===== src/rtl/frx_pkg.sv =====
// Shared types and constants for the sync/length frame receiver.
package frx_pkg;

  localparam logic [7:0] SYNC_FILL = 8'hAA;
  localparam logic [7:0] SYNC_LAST = 8'hAB;

  localparam logic [6:0] MAX_PAYLOAD_RESET = 7'd64;

  // Register index, taken from paddr[2].
  localparam logic REG_MAX_PAYLOAD = 1'b0;

  typedef enum logic [1:0] {
    REQ_BYTE    = 2'd0,
    REQ_RELEASE = 2'd1,
    REQ_READ    = 2'd2
  } req_t;

  // One result word as it moves through the output pipeline.
  typedef struct packed {
    logic       frame_ready;
    logic       frame_done;
    logic       length_error;
    logic       synced;
    logic       use_ram;
    logic [7:0] read_data;
  } res_t;

endpackage


===== src/rtl/frx_ram.sv =====
// Generic single-write, single-read RAM with registered read data.
module frx_ram #(
  parameter int WIDTH = 8,
  parameter int DEPTH = 64
) (
  input  logic                             clk,
  input  logic                             we,
  input  logic [$clog2(DEPTH > 1 ? DEPTH : 2)-1:0] waddr,
  input  logic [WIDTH-1:0]                 wdata,
  input  logic                             re,
  input  logic [$clog2(DEPTH > 1 ? DEPTH : 2)-1:0] raddr,
  output logic [WIDTH-1:0]                 rdata
);

  logic [WIDTH-1:0] mem [DEPTH];

  always_ff @(posedge clk) begin
    if (we) begin
      mem[waddr] <= wdata;
    end
    if (re) begin
      rdata <= mem[raddr];
    end
  end

endmodule


===== src/rtl/sync_length_frame_receiver.sv =====
// Top level of the sync/length frame receiver: control, header/check registers, output pipe.
//
// Takes one word per clock: a line byte, a release, or a read of a stored frame byte. A sync
// word of SYNC_LEN-1 bytes 0xAA and a closing 0xAB (extra 0xAA tolerated) starts a frame of
// HEADER_LEN header bytes (last one is the payload length), the payload and CHECK_LEN check
// bytes. Payload bytes live in one RAM with a write port and a registered read port; each line
// byte writes at most one entry and each read request reads at most one, so one word enters per
// cycle unless the input stalls; its result passes the RAM read stage, then the output register.
// A result waiting on a stalled output does not block the next word; input stalls only when
// both the RAM read stage and the output register are full. No clearing pass follows reset:
// stored bytes are defined once written. max_payload (address 0) caps the length byte; values
// above PAYLOAD_MAX act as PAYLOAD_MAX.
module sync_length_frame_receiver
  import frx_pkg::*;
#(
  parameter int SYNC_LEN    = 3,
  parameter int HEADER_LEN  = 2,
  parameter int CHECK_LEN   = 1,
  parameter int PAYLOAD_MAX = 64
) (
  input  logic        clk,
  input  logic        rst,
  input  logic        in_valid,
  output logic        in_stall,
  input  logic [1:0]  req_type,
  input  logic [7:0]  data_byte,
  input  logic [6:0]  read_index,
  output logic        out_valid,
  input  logic        out_stall,
  output logic        frame_ready,
  output logic        frame_done,
  output logic        length_error,
  output logic        synced,
  output logic [7:0]  read_data,
  input  logic        psel,
  input  logic        penable,
  input  logic        pwrite,
  input  logic [2:0]  paddr,
  input  logic [31:0] pwdata,
  output logic [31:0] prdata,
  output logic        pready
);

  localparam int FRAME_MAX = HEADER_LEN + PAYLOAD_MAX + CHECK_LEN;
  localparam int POS_MAX   = FRAME_MAX > SYNC_LEN ? FRAME_MAX : SYNC_LEN;
  localparam int PW        = $clog2(POS_MAX + 1);
  localparam int PW1       = PW + 1;
  localparam int RW        = (PW > 8 ? PW : 8) + 1;
  localparam int AW        = $clog2(PAYLOAD_MAX > 1 ? PAYLOAD_MAX : 2);
  localparam int HIW       = $clog2(HEADER_LEN > 1 ? HEADER_LEN : 2);
  localparam int CL        = CHECK_LEN > 0 ? CHECK_LEN : 1;
  localparam int CIW       = $clog2(CL > 1 ? CL : 2);

  // configuration
  logic [6:0] max_payload;
  logic [7:0] limit;

  assign pready = 1'b1;

  always_ff @(posedge clk) begin
    if (rst) begin
      max_payload <= MAX_PAYLOAD_RESET;
    end else if (psel && penable && pwrite && paddr[2] == REG_MAX_PAYLOAD) begin
      max_payload <= pwdata[6:0];
    end
  end

  always_comb begin
    prdata = '0;
    if (paddr[2] == REG_MAX_PAYLOAD) begin
      prdata = {25'd0, max_payload};
    end
  end

  assign limit = (8'(max_payload) > 8'(PAYLOAD_MAX)) ? 8'(PAYLOAD_MAX) : 8'(max_payload);

  // frame state
  logic [PW-1:0] position, position_next;
  logic [PW-1:0] bytes_expected, bytes_expected_next;
  logic          held, held_next;
  logic [7:0]    header [HEADER_LEN];
  logic [7:0]    check  [CL];

  logic           accept;
  logic           hdr_we, chk_we, pay_we;
  logic [HIW-1:0] hdr_idx;
  logic [CIW-1:0] chk_idx;
  logic [AW-1:0]  pay_waddr, pay_raddr;
  logic           pay_re;
  logic [7:0]     pay_q;
  logic [7:0]     plen_rd;
  logic [RW-1:0]  idx;
  res_t           res;

  // output pipeline
  logic s1_valid;
  res_t s1;
  logic advance_out;

  assign advance_out = s1_valid && (!out_valid || !out_stall);
  assign in_stall    = s1_valid && out_valid && out_stall;
  assign accept      = in_valid && !in_stall;

  assign idx     = RW'(read_index);
  assign plen_rd = (header[HEADER_LEN-1] > 8'(PAYLOAD_MAX)) ? 8'(PAYLOAD_MAX)
                                                            : header[HEADER_LEN-1];

  always_comb begin
    position_next       = position;
    bytes_expected_next = bytes_expected;
    held_next           = held;
    hdr_we              = 1'b0;
    hdr_idx             = position[HIW-1:0];
    chk_we              = 1'b0;
    chk_idx             = '0;
    pay_we              = 1'b0;
    pay_waddr           = '0;
    pay_re              = 1'b0;
    pay_raddr           = '0;
    res                 = '0;

    if (accept) begin
      unique case (req_t'(req_type))
        REQ_BYTE: begin
          if (!held) begin
            if (bytes_expected == '0) begin
              // hunt for the sync word
              if (position < PW'(SYNC_LEN - 1)) begin
                position_next = (data_byte == SYNC_FILL) ? position + PW'(1) : '0;
              end else if (data_byte == SYNC_LAST) begin
                position_next       = '0;
                bytes_expected_next = PW'(HEADER_LEN + CHECK_LEN);
              end else if (data_byte == SYNC_FILL) begin
                position_next = PW'(SYNC_LEN - 1);
              end else begin
                position_next = '0;
              end
            end else begin
              if (position < PW'(HEADER_LEN)) begin
                hdr_we = 1'b1;
                if (position == PW'(HEADER_LEN - 1)) begin
                  if (data_byte > limit) begin
                    res.length_error    = 1'b1;
                    position_next       = '0;
                    bytes_expected_next = '0;
                    held_next           = 1'b0;
                  end else begin
                    bytes_expected_next = bytes_expected + PW'(data_byte);
                  end
                end
              end else if (PW1'(position) + PW1'(CHECK_LEN) < PW1'(bytes_expected)) begin
                pay_we    = 1'b1;
                pay_waddr = AW'(position - PW'(HEADER_LEN));
              end else begin
                chk_we  = 1'b1;
                chk_idx = CIW'(position + PW'(CHECK_LEN) - bytes_expected);
              end
              if (!res.length_error) begin
                if (PW1'(position) + PW1'(1) == PW1'(bytes_expected_next)) begin
                  held_next      = 1'b1;
                  res.frame_done = 1'b1;
                end else begin
                  position_next = position + PW'(1);
                end
              end
            end
          end
        end
        REQ_RELEASE: begin
          position_next       = '0;
          bytes_expected_next = '0;
          held_next           = 1'b0;
        end
        REQ_READ: begin
          if (idx < RW'(HEADER_LEN)) begin
            res.read_data = header[idx[HIW-1:0]];
          end else if (idx < RW'(HEADER_LEN) + RW'(plen_rd)) begin
            pay_re      = 1'b1;
            res.use_ram = 1'b1;
            pay_raddr   = AW'(idx - RW'(HEADER_LEN));
          end else if (idx < RW'(HEADER_LEN) + RW'(plen_rd) + RW'(CHECK_LEN)) begin
            res.read_data = check[CIW'(idx - RW'(HEADER_LEN) - RW'(plen_rd))];
          end
        end
        default: begin
          // unused request code: no change
        end
      endcase
    end

    res.frame_ready = held_next;
    res.synced      = (bytes_expected_next != '0) && !held_next;
  end

  always_ff @(posedge clk) begin
    if (rst) begin
      position       <= '0;
      bytes_expected <= '0;
      held           <= 1'b0;
    end else begin
      position       <= position_next;
      bytes_expected <= bytes_expected_next;
      held           <= held_next;
    end
  end

  always_ff @(posedge clk) begin
    if (hdr_we) begin
      header[hdr_idx] <= data_byte;
    end
    if (chk_we) begin
      check[chk_idx] <= data_byte;
    end
  end

  frx_ram #(
    .WIDTH (8),
    .DEPTH (PAYLOAD_MAX)
  ) u_payload_ram (
    .clk   (clk),
    .we    (pay_we),
    .waddr (pay_waddr),
    .wdata (data_byte),
    .re    (pay_re),
    .raddr (pay_raddr),
    .rdata (pay_q)
  );

  // RAM read stage: hold while the output register cannot take the word
  always_ff @(posedge clk) begin
    if (rst) begin
      s1_valid <= 1'b0;
    end else if (accept) begin
      s1_valid <= 1'b1;
    end else if (advance_out) begin
      s1_valid <= 1'b0;
    end
  end

  always_ff @(posedge clk) begin
    if (accept) begin
      s1 <= res;
    end
  end

  // output register
  always_ff @(posedge clk) begin
    if (rst) begin
      out_valid <= 1'b0;
    end else begin
      out_valid <= advance_out || (out_valid && out_stall);
    end
  end

  always_ff @(posedge clk) begin
    if (advance_out) begin
      frame_ready  <= s1.frame_ready;
      frame_done   <= s1.frame_done;
      length_error <= s1.length_error;
      synced       <= s1.synced;
      read_data    <= s1.use_ram ? pay_q : s1.read_data;
    end
  end

endmodule


===== config.mk =====
export PLATFORM = sky130hd
export DESIGN_NAME = sync_length_frame_receiver
export DESIGN_NICKNAME = d
export VERILOG_FILES = /design/src/rtl/frx_pkg.sv /design/src/rtl/frx_ram.sv /design/src/rtl/sync_length_frame_receiver.sv
export SDC_FILE = /design/constraint.sdc
export NUM_CORES = 1
export LEC_CHECK = 0
export ABC_CLOCK_PERIOD_IN_PS = 9700
export BUFFER_PORTS_ARGS = -buffer_cell sky130_fd_sc_hd__buf_2
export CORE_MARGIN = 2
export CORE_UTILIZATION = 30
export DETAILED_ROUTE_END_ITERATION = 16
export PLACE_DENSITY_LB_ADDON = 0.08
export SLEW_MARGIN = 20
export SYNTH_ARGS = -nofsm -noshare
export SYNTH_HDL_FRONTEND = slang
export SYNTH_SLANG_ARGS = --single-unit

===== constraint.sdc =====
create_clock -name clk -period 9.7 [get_ports clk]
set_clock_uncertainty 0.15 [all_clocks]
set_input_delay 1.94 -clock clk [delete_from_list [all_inputs] [get_ports clk]]
set_output_delay 1.94 -clock clk [all_outputs]
set_load 0.05 [all_outputs]

==> impl_metrics.tcl, run 1 <==
set metrics [dict create \
    viasPerCell 5.083 \
    yosysUniqueCellTypes 89 \
    cts_hold_buf 0 \
    firstDrtPassIters 5 \
    dieWidth_um 296.8 \
    rsz0062_at_grt "false" \
    netlist_instances 1774 \
    path_max_fanout 26 \
    clk_pin_slew_ps 60 \
    cts_sinks 593 \
    dieArea_um2 88110 \
    synth.most_common_cell "edfxtp_1" \
    htreeDepth 3 \
    synth_top_flop_cell "edfxtp_1" \
    required_ps 9940 \
    r2r_cells 21 \
    status "complete, no violations" \
    timing.rr.start "header[1][7]" \
    ys_seq_elements 593 \
    num-nets-final 1931 \
    hold_class "reg -> reg" \
    cts_root_buf "clkbuf_16" \
    fin_crit_ps 6829 \
    fmax_mhz 146.4 \
    worstSkewPairLatency_ps 600 \
    setup_violations 0 \
    rr_endpoint "u_payload_ram.rdata[0]" \
    synth_top_area_frac 0.6642 \
    gp_congestion 0.8036 \
    fin_crit_sh 0.7040 \
    synth.top_cells.by_area "edfxtp_1 (66%), mux4_2 (3.2%), mux2i_1 (3.0%), nand2_1 (2.2%), nor2_1 (1.9%)" \
    hold_depth 0 \
    post_drt_wl_per_cell_um 26.68 \
    cp.arrival_ps 7070 \
    fillers 8178 \
    initial_utilization 0.3026 \
    yosysWarnings 0 \
    ys_top_cells_by_count "edfxtp_1 (569), nand2_1 (150), nor2_1 (132)" \
    p_leak_uw 0.009730 \
    syn_avg_cell_area_um2 14.50 \
    grt_pass1_vias 15584 \
    cts_tree "built" \
    min-delay-start "s1[10]" \
    synth_edf_count 569 \
    antenna_found_initial 3 \
    synthArstFlopShare 0 \
    holdPathEnd "length_error" \
    area_growth_pct 13.99 \
    slew_headroom 0.2995 \
    worstSetupEndpointType "flop" \
    fin_area_um2 29330 \
    rows 107 \
    critical_path_class "reg -> reg" \
    drv_slew 0 \
    seq_area_frac_synth 0.6828 \
    cap_violations 0 \
    tightest_slew_ps 1051 \
    startpoint_type "flop" \
    drc 0 \
    core_um2 85010 \
    setup_tns_ps 0 \
    die_h_um 296.8 \
    r2r_setup_slack_ps 2870 \
    final_cells 3032 \
    grtUsageTotal 0.1816 \
    grt_pass1_wl_um 115900 \
    syn-cell-area_um2 25730 \
    antenna_left 0 \
    placed_area_um2 27220 \
    drtIter0Drc 1037 \
    yosysTopAreaCell "edfxtp_1" \
    io_pins 106 \
    post-place-cells 2904 \
    wirelength_um 80890 \
    portBuffers 52 \
    cts_resized 0 \
    dpl.hpwl_um 51320 \
    finalHoldViolations 0 \
    gr-total-overflow 0 \
    cellPowerDensity_nw_per_um2 190.6 \
    cts_buffers 70 \
    grt_max_degree 71 \
    post-route-util 0.3450 \
    post_cts_buffers 0 \
    vias 15412 \
    drive_gt1_frac 0.1501 \
    clk_path_buf_depth 3 \
    peakVddDrop_mv 0.09975 \
]
[kinds of logic after synthesis]
| kind of cell | count (synthesis) | share of synthesized area |
|---|---|---|
| muxes | 155 | 0.08025 |
| other | 2 | 0.0002919 |
| xor gates and xnor gates | 25 | 0.008511 |
| and+or+nand+nor | 462 | 0.08404 |
| adders and majority gates | 40 | 0.01975 |
| DFF | 593 | 0.6828 |
| buffers and inverters | 163 | 0.03035 |
| AOI/OAI and AO/OA | 334 | 0.09397 |
[cell usage in the layout, fill, tap and decap left out, types with 16 or more instances in the layout]
cell       count
nand2_1      150
or3_1         16
clkbuf_16     72
a211oi_1      41
xnor2_1       17
clkbuf_1      22
inv_1         35
nor3_1        28
o22ai_1       22
nand3_1       36
buf_4         36
mux2i_1       78
o21ai_0       35
dfxtp_1       24
buf_2         48
mux4_2        37
a31oi_1       20
a21oi_1       59
ha_1          38
a221oi_1      20
nor2_1       131
mux2_2        39
edfxtp_1     569
conb_1        26
[flip-flops by register name, summed over array words and instances, names as in the netlist]
register / count
frame_ready: 1
synced: 1
out_valid: 1
held: 1
s1: 13
u_payload_ram.rdata: 8
header: 16
position: 7
max_payload: 7
u_payload_ram.mem: 512
check: 8
s1_valid: 1
length_error: 1
frame_done: 1
read_data: 8
bytes_expected: 7
[how the worst max path moves through the flow]
stage                              from                endpoint  slack [ps]  cells past startpoint
after floorplan           read_index[1]  u_payload_ram.rdata[3]        4560                     11
after global placement    read_index[6]  u_payload_ram.rdata[0]        2370                     13
after detailed placement  read_index[6]  u_payload_ram.rdata[0]        2410                     14
after CTS                  header[1][7]  u_payload_ram.rdata[0]        2890                     21
after global routing       header[1][7]  u_payload_ram.rdata[0]        2390                     21
final                      header[1][7]  u_payload_ram.rdata[0]        2870                     21
[stage by stage]
stage          setup WS (ps)  power (uW)  hold WS (ps)
6_report                2871        5589         274.9
5_1_grt                 2386        5760         293.1
4_1_cts                 2894        5655         280.8
3_5_place_dp            2408        3188         267.7
3_3_place_gp            2371        3185         270.9
2_1_floorplan           4561        3045         250.3
[cell type report]
| cell class | count | area (um^2) | area share |
|---|---|---|---|
| sequential | 593 | 17570 | 0.5990 |
| multi-input combinational | 1042 | 7535 | 0.2569 |
| clock buffer | 96 | 1912 | 0.06519 |
| tap | 1144 | 1431 | 0.04881 |
| timing repair buffer | 86 | 541.8 | 0.01847 |
| clock inverter | 30 | 187.7 | 0.006400 |
| inverter | 39 | 146.4 | 0.004992 |
| antenna | 2 | 5.005 | 0.0001707 |
[where the power goes]
| part | switching [uW] | internal [uW] |
|---|---|---|
| clock network | 1050 | 1410 |
| registers | 4.05 | 2810 |
| logic | 231 | 80.9 |
| total | 1290 | 4300 |
[metal layers]
metal  track usage  part of all wire  vias to the layer above
met5             0                 0                        -
met4       0.04339             0.017                        0
met3       0.02194             0.038                       77
met2        0.2971              0.48                      321
met1        0.2568              0.47                     8024
li1              -                 -                     6990
[critical path, stage by stage, from the launching register on]
cell and delay, ps:
edfxtp_1 440, nor2_1 230, nand2_1 140, inv_1 110, ha_1 200, nand3_1 110
xor2_1 160, nor2_1 260, inv_1 80, ha_1 200, a21o_1 210, or3_1 470
nor3_1 800, o21ai_2 100, buf_4 310, inv_2 370, nand2_1 550, buf_4 420
a211oi_1 480, a22oi_1 170, and3_1 290, o31ai_1 330
Note: power is estimated with default switching activity, not from simulation.
==> run 2, diff against run 1 <==
- ABC_CLOCK_PERIOD_IN_PS: 9700 -> 5930
- clock period: 9.7 -> 5.93 ns (I/O delays scaled with it)
==> run 2 against run 1 <==
Compared with the run above: die area unchanged; sequential cell count unchanged; first-iteration DRC count increased by 20%; critical path depth decreased by 1; via count increased by 2.7%; cell count increased by 2.6%; maximum frequency increased by 24%; combinational power increased by 67%; critical endpoint unchanged; non-clock buffer count increased by 82; worst setup slack got worse by 2500 ps; sequential power increased by 63%; routed wire length increased by 1.9%.
==> impl_metrics.tcl, run 2 (same netlist as run 1, synthesis figures left out) <==
set metrics [dict create \
    antenna_found_initial 3 \
    fillers 8300 \
    hold_class "reg -> reg" \
    tightest_slew_ps 980.8 \
    clk_pin_slew_ps 60 \
    path_max_fanout 20 \
    cts_sinks 593 \
    worstSetupEndpointType "flop" \
    cts_tree "built" \
    wirelength_um 82430 \
    post_cts_buffers 0 \
    cap_violations 0 \
    required_ps 6190 \
    layout_common_cells "edfxtp_1 (569), nand2_1 (150), nor2_1 (131)" \
    p_leak_uw 0.01020 \
    num-nets-final 2013 \
    gr-total-overflow 0 \
    antenna_left 0 \
    largest_register "u_payload_ram.mem" \
    critical_path_class "reg -> reg" \
    io_pins 106 \
    cellPowerDensity_nw_per_um2 307.0 \
    largest_register_ffs 512 \
    fin_crit_ps 5523 \
    rows 107 \
    rsz0062_at_grt "false" \
    gp_congestion 0.8263 \
    critPathMaxStageDelay_ps 700 \
    status "complete, no violations" \
    vias 15831 \
    setup_tns_ps 0 \
    firstDrtPassIters 5 \
    holdWs_ps 282.5 \
    fmax_mhz 181.1 \
    cp.arrival_ps 5780 \
    grt_pass1_vias 16000 \
    area_growth_pct 16.72 \
    reg_top3 "u_payload_ram.mem x512, header x16, s1 x13" \
    cp_num_buf_inv 5 \
    clk_path_buf_depth 3 \
    critPathSlowestCell "a2111oi_0" \
    grt_pass1_wl_um 118600 \
    grt_max_degree 73 \
    drive_gt1_frac 0.1881 \
    finalHoldViolations 0 \
    final_cells 3111 \
    htreeDepth 3 \
    path_cells "nor2_1 > nand2_1 > inv_1 > ha_1 > nand3_1 > xor2_1 > nor2_1 > inv_1 > ha_1 > a21o_1 > or3_1 > nor3_1 > o21ai_2 > inv_2 > nand2_2 > buf_4 > a2111oi_0 > buf_4 > o311ai_1 > o31ai_1" \
    initial_utilization 0.3026 \
    fin_crit_sh 0.9313 \
    slew_headroom 0.3461 \
    n_antenna_cell 0 \
    drc 0 \
    viasPerCell 5.089 \
    cts_buffers 70 \
    post-place-cells 2986 \
    dpl.hpwl_um 54010 \
    peakVddDrop_mv 0.1733 \
    cts_root_buf "clkbuf_16" \
    die_h_um 296.8 \
    grtUsageTotal 0.1856 \
    dieArea_um2 88110 \
    drtIter0Drc 1248 \
    worstSkewPairLatency_ps 610 \
    drv_slew 0 \
    final_common_cell "edfxtp_1" \
    crit_family "simple AND/OR/NAND/NOR gates" \
    setup_violations 0 \
    post_drt_wl_per_cell_um 26.50 \
    core_um2 85010 \
    startpoint_type "flop" \
    portBuffers 52 \
    r2r_setup_slack_ps 410 \
    dieWidth_um 296.8 \
]
run 2: cell count changes in the layout (fill, tap and decap cells not counted), sizes merged:
| cell | before | now |
|---|---|---|
| clkinvlp | 1 | 2 |
| clkinv | 26 | 32 |
| clkbuf | 96 | 86 |
| bufinv | 1 | 3 |
| buf | 86 | 168 |
| diode | 2 | 0 |
run 2: path summary, 6_finish.rpt:
path                                    from                endpoint  cells past startpoint
worst max-delay path            header[1][6]  u_payload_ram.rdata[0]                     20
worst min register to register         s1[9]                  synced                      0
worst min-delay path                   s1[9]                  synced                      0
worst max register to register  header[1][6]  u_payload_ram.rdata[0]                     20
run 2: area by class of cell:
class / instances / area, um^2 / share of cell area
Inverter: 39 / 146.4 / 0.004875
Sequential cell: 593 / 17570 / 0.5850
Tap cell: 1144 / 1431 / 0.04767
Timing Repair Buffer: 168 / 1207 / 0.04021
Clock buffer: 86 / 1854 / 0.06175
Clock inverter: 39 / 291.5 / 0.009709
Multi-Input combinational cell: 1042 / 7530 / 0.2508
run 2: report_power, final:
group          internal [uW]  switching [uW]
Sequential              4600            6.39
Clock                   2360            1730
Combinational            141             381
Total                   7100            2120
run 2: per-layer routing:
metal	up-vias	global-route usage	wire length (um)
met5	-	0	0
met4	0	0.04593	1481
met3	85	0.02246	3163
met2	386	0.3060	39660
met1	8186	0.2599	38120
li1	7174	-	-
run 2: worst reg2reg max path: stages, from the launching register on:
cell and delay, ps:
edfxtp_1 460, nor2_1 230, nand2_1 140, inv_1 100, ha_1 180, nand3_1 90, xor2_1 160, nor2_1 220
inv_1 80, ha_1 200, a21o_1 220, or3_1 490, nor3_1 310, o21ai_2 130, inv_2 210, nand2_2 380
buf_4 320, a2111oi_0 700, buf_4 220, o311ai_1 160, o31ai_1 180
run 2: timing repair:
| action | in CTS | in global routing |
|---|---|---|
| hold buffers | 0 | 0 |
| endpoints found under the setup margin | 0 | 1 |
| gates resized for setup | 0 | 1 |
run 2: stage by stage:
step / area (um^2) / util / setup WS [ps] / total power (uW)
floorplan: 25820 / - / 1458 / 4981
global placement: 27880 / 0.3280 / 453.2 / 5224
detailed placement: 27880 / 0.3280 / 431.6 / 5230
CTS: 30030 / 0.3532 / 397.5 / 9360
global route: 30030 / 0.3532 / 41.86 / 9538
finish: 30030 / 0.3532 / 407.1 / 9218
==> run 3, diff against run 2 <==
- ABC_CLOCK_PERIOD_IN_PS: 5930 -> 7100
- MAX_ROUTING_LAYER: default -> met4
- clock period: 5.93 -> 7.1 ns (I/O delays scaled with it)
==> run 3 against run 2 <==
Compared with the run above: sequential power decreased by 16%; sequential cell count unchanged; utilization decreased by 0.60 points; sequential share of layout area increased by 1.0 points; cell count decreased by 2.4%; count of clock-buffer cells in the layout increased by 4; register-to-register slack improved by 650 ps; critical path depth unchanged; routed wire length decreased by 1.6%.
==> impl_metrics.tcl, run 3 (same netlist as run 1, synthesis figures left out) <==
set metrics [dict create \
    r2r_setup_slack_ps 1060 \
    firstDrtPassIters 5 \
    rsz0062_at_grt "false" \
    layout_common_cells "edfxtp_1 (569), nand2_1 (150), nor2_1 (131)" \
    dieArea_um2 88110 \
    path_cells "nor2_1 > nand2_1 > inv_1 > ha_1 > nand3_1 > xor2_1 > nor2_1 > inv_1 > ha_1 > a21o_1 > or3_1 > nor3_1 > buf_4 > o21ai_2 > inv_2 > nand2_2 > buf_4 > a2111oi_0 > o311ai_1 > o31ai_1" \
    cts_resized 0 \
    hold_depth 0 \
    cellPowerDensity_nw_per_um2 264.4 \
    slew_headroom 0.2962 \
    peakVddDrop_mv 0.1458 \
    holdPathEnd "length_error" \
    finalHoldViolations 0 \
    crit_family "simple AND/OR/NAND/NOR gates" \
    die_h_um 296.8 \
    grt_pass1_wl_um 115900 \
    largest_register_ffs 512 \
    final_common_cell "edfxtp_1" \
    grt_pass1_vias 15438 \
    cts_root_buf "clkbuf_16" \
    worstSkewPairLatency_ps 600 \
    critical_path_class "reg -> reg" \
    hold_class "reg -> reg" \
    viasPerCell 5.136 \
    largest_register "u_payload_ram.mem" \
    tightest_slew_ps 1051 \
    drtIter0Drc 1228 \
    cts_hold_buf 0 \
    cts_tree "built" \
    status "complete, no violations" \
    wirelength_um 81110 \
    cp.arrival_ps 6270 \
    placed_area_um2 27310 \
    critPathMaxStageDelay_ps 710 \
    dp_slack_ps 1079 \
    initial_utilization 0.3026 \
    post_drt_wl_per_cell_um 26.71 \
    antenna_found_initial 0 \
    fin_crit_sh 0.8507 \
    grt_max_degree 69 \
    antenna_left 0 \
    post_cts_buffers 0 \
    intPower_uw 6045 \
    gp_congestion 0.8330 \
    critPathSlowestCell "a2111oi_0" \
    p_leak_uw 0.009849 \
    min-delay-start "s1[10]" \
    drive_gt1_frac 0.1555 \
    dpl.hpwl_um 52300 \
    setup_violations 0 \
    clk_pin_slew_ps 60 \
    top_usage_layer "met2" \
    num-nets-final 1941 \
    cts_buffers 69 \
    use_met3 0.03123 \
    fmax_mhz 165.6 \
    power_frac_clock 0.452 \
    drc 0 \
    rr_endpoint "u_payload_ram.rdata[4]" \
    netSwitchingFraction 0.2253 \
    core_um2 85010 \
    vias 15598 \
    seqPwrFrac 0.493 \
    r2r_cells 20 \
    dieWidth_um 296.8 \
    cts_sinks 593 \
    power_frac_comb 0.055 \
    fin_area_um2 29520 \
    setup_tns_ps 0 \
    portBuffers 52 \
    fin_ws_ps 1060 \
    timing.rr.start "header[1][7]" \
    power_switching_uw 1759 \
    grt_util_met2 0.2940 \
    drv_slew 0 \
    grtUsageTotal 0.1868 \
    holdWs_ps 277.7 \
    grt_use_met1 0.2544 \
    fin_crit_ps 6040 \
    io_pins 106 \
    required_ps 7320 \
    path_max_fanout 19 \
    htreeDepth 3 \
    gr-total-overflow 0 \
    p_total_uw 7804 \
    startpoint_type "flop" \
    worstSetupEndpointType "flop" \
    rows 107 \
    cap_violations 0 \
    reg_top3 "u_payload_ram.mem x512, header x16, s1 x13" \
    area_growth_pct 14.74 \
    clk_path_buf_depth 3 \
    cp_num_buf_inv 5 \
]
run 3: changes by cell type in the layout (fill, tap and decap cells not counted), sizes merged:
cell	before	now
buf	168	97
bufinv	3	6
clkbuf	86	90
clkinv	32	22
clkinvlp	2	0
diode	0	2
run 3: worst max-delay path by stage:
stage,cells after the start,start,endpoint,slack (ps)
3_3_place_gp,13,read_index[6],u_payload_ram.rdata[0],1090
6_report,20,header[1][7],u_payload_ram.rdata[4],1060
5_1_grt,20,header[1][7],u_payload_ram.rdata[4],710
4_1_cts,20,header[1][7],u_payload_ram.rdata[0],1100
2_1_floorplan,11,read_index[1],u_payload_ram.rdata[3],2480
3_5_place_dp,13,read_index[6],u_payload_ram.rdata[0],1080
run 3: cell type report:
cell class | count | area, um^2
timing repair buffer | 97 | 636.9
fill | 8197 | 55490
antenna | 2 | 5.005
multi-input combinational | 1042 | 7533
tap | 1144 | 1431
sequential | 593 | 17570
clock buffer | 90 | 1891
inverter | 39 | 146.4
clock inverter | 30 | 307.8
run 3: per-stage QoR:
step | util | instances
finish | 0.3472 | 3037
global route | 0.3472 | 3035
CTS | 0.3472 | 3035
detailed placement | 0.3213 | 2915
global placement | 0.3212 | 2915
floorplan | - | 1798
run 3: routing by layer:
| metal | part of all wire | up-vias |
|---|---|---|
| met5 | 0 | - |
| met4 | 0.015 | 0 |
| met3 | 0.053 | 79 |
| met2 | 0.47 | 425 |
| met1 | 0.46 | 8096 |
| li1 | - | 6998 |
run 3: power groups by stage:
stage          clock, uW  combinational (uW)  sequential (uW)
4_1_cts             3620                 444             3850
6_report            3530                 432             3850
3_5_place_dp           0                 442             3920
3_3_place_gp           0                 439             3920
2_1_floorplan          0                 231             3930
5_1_grt             3760                 461             3840
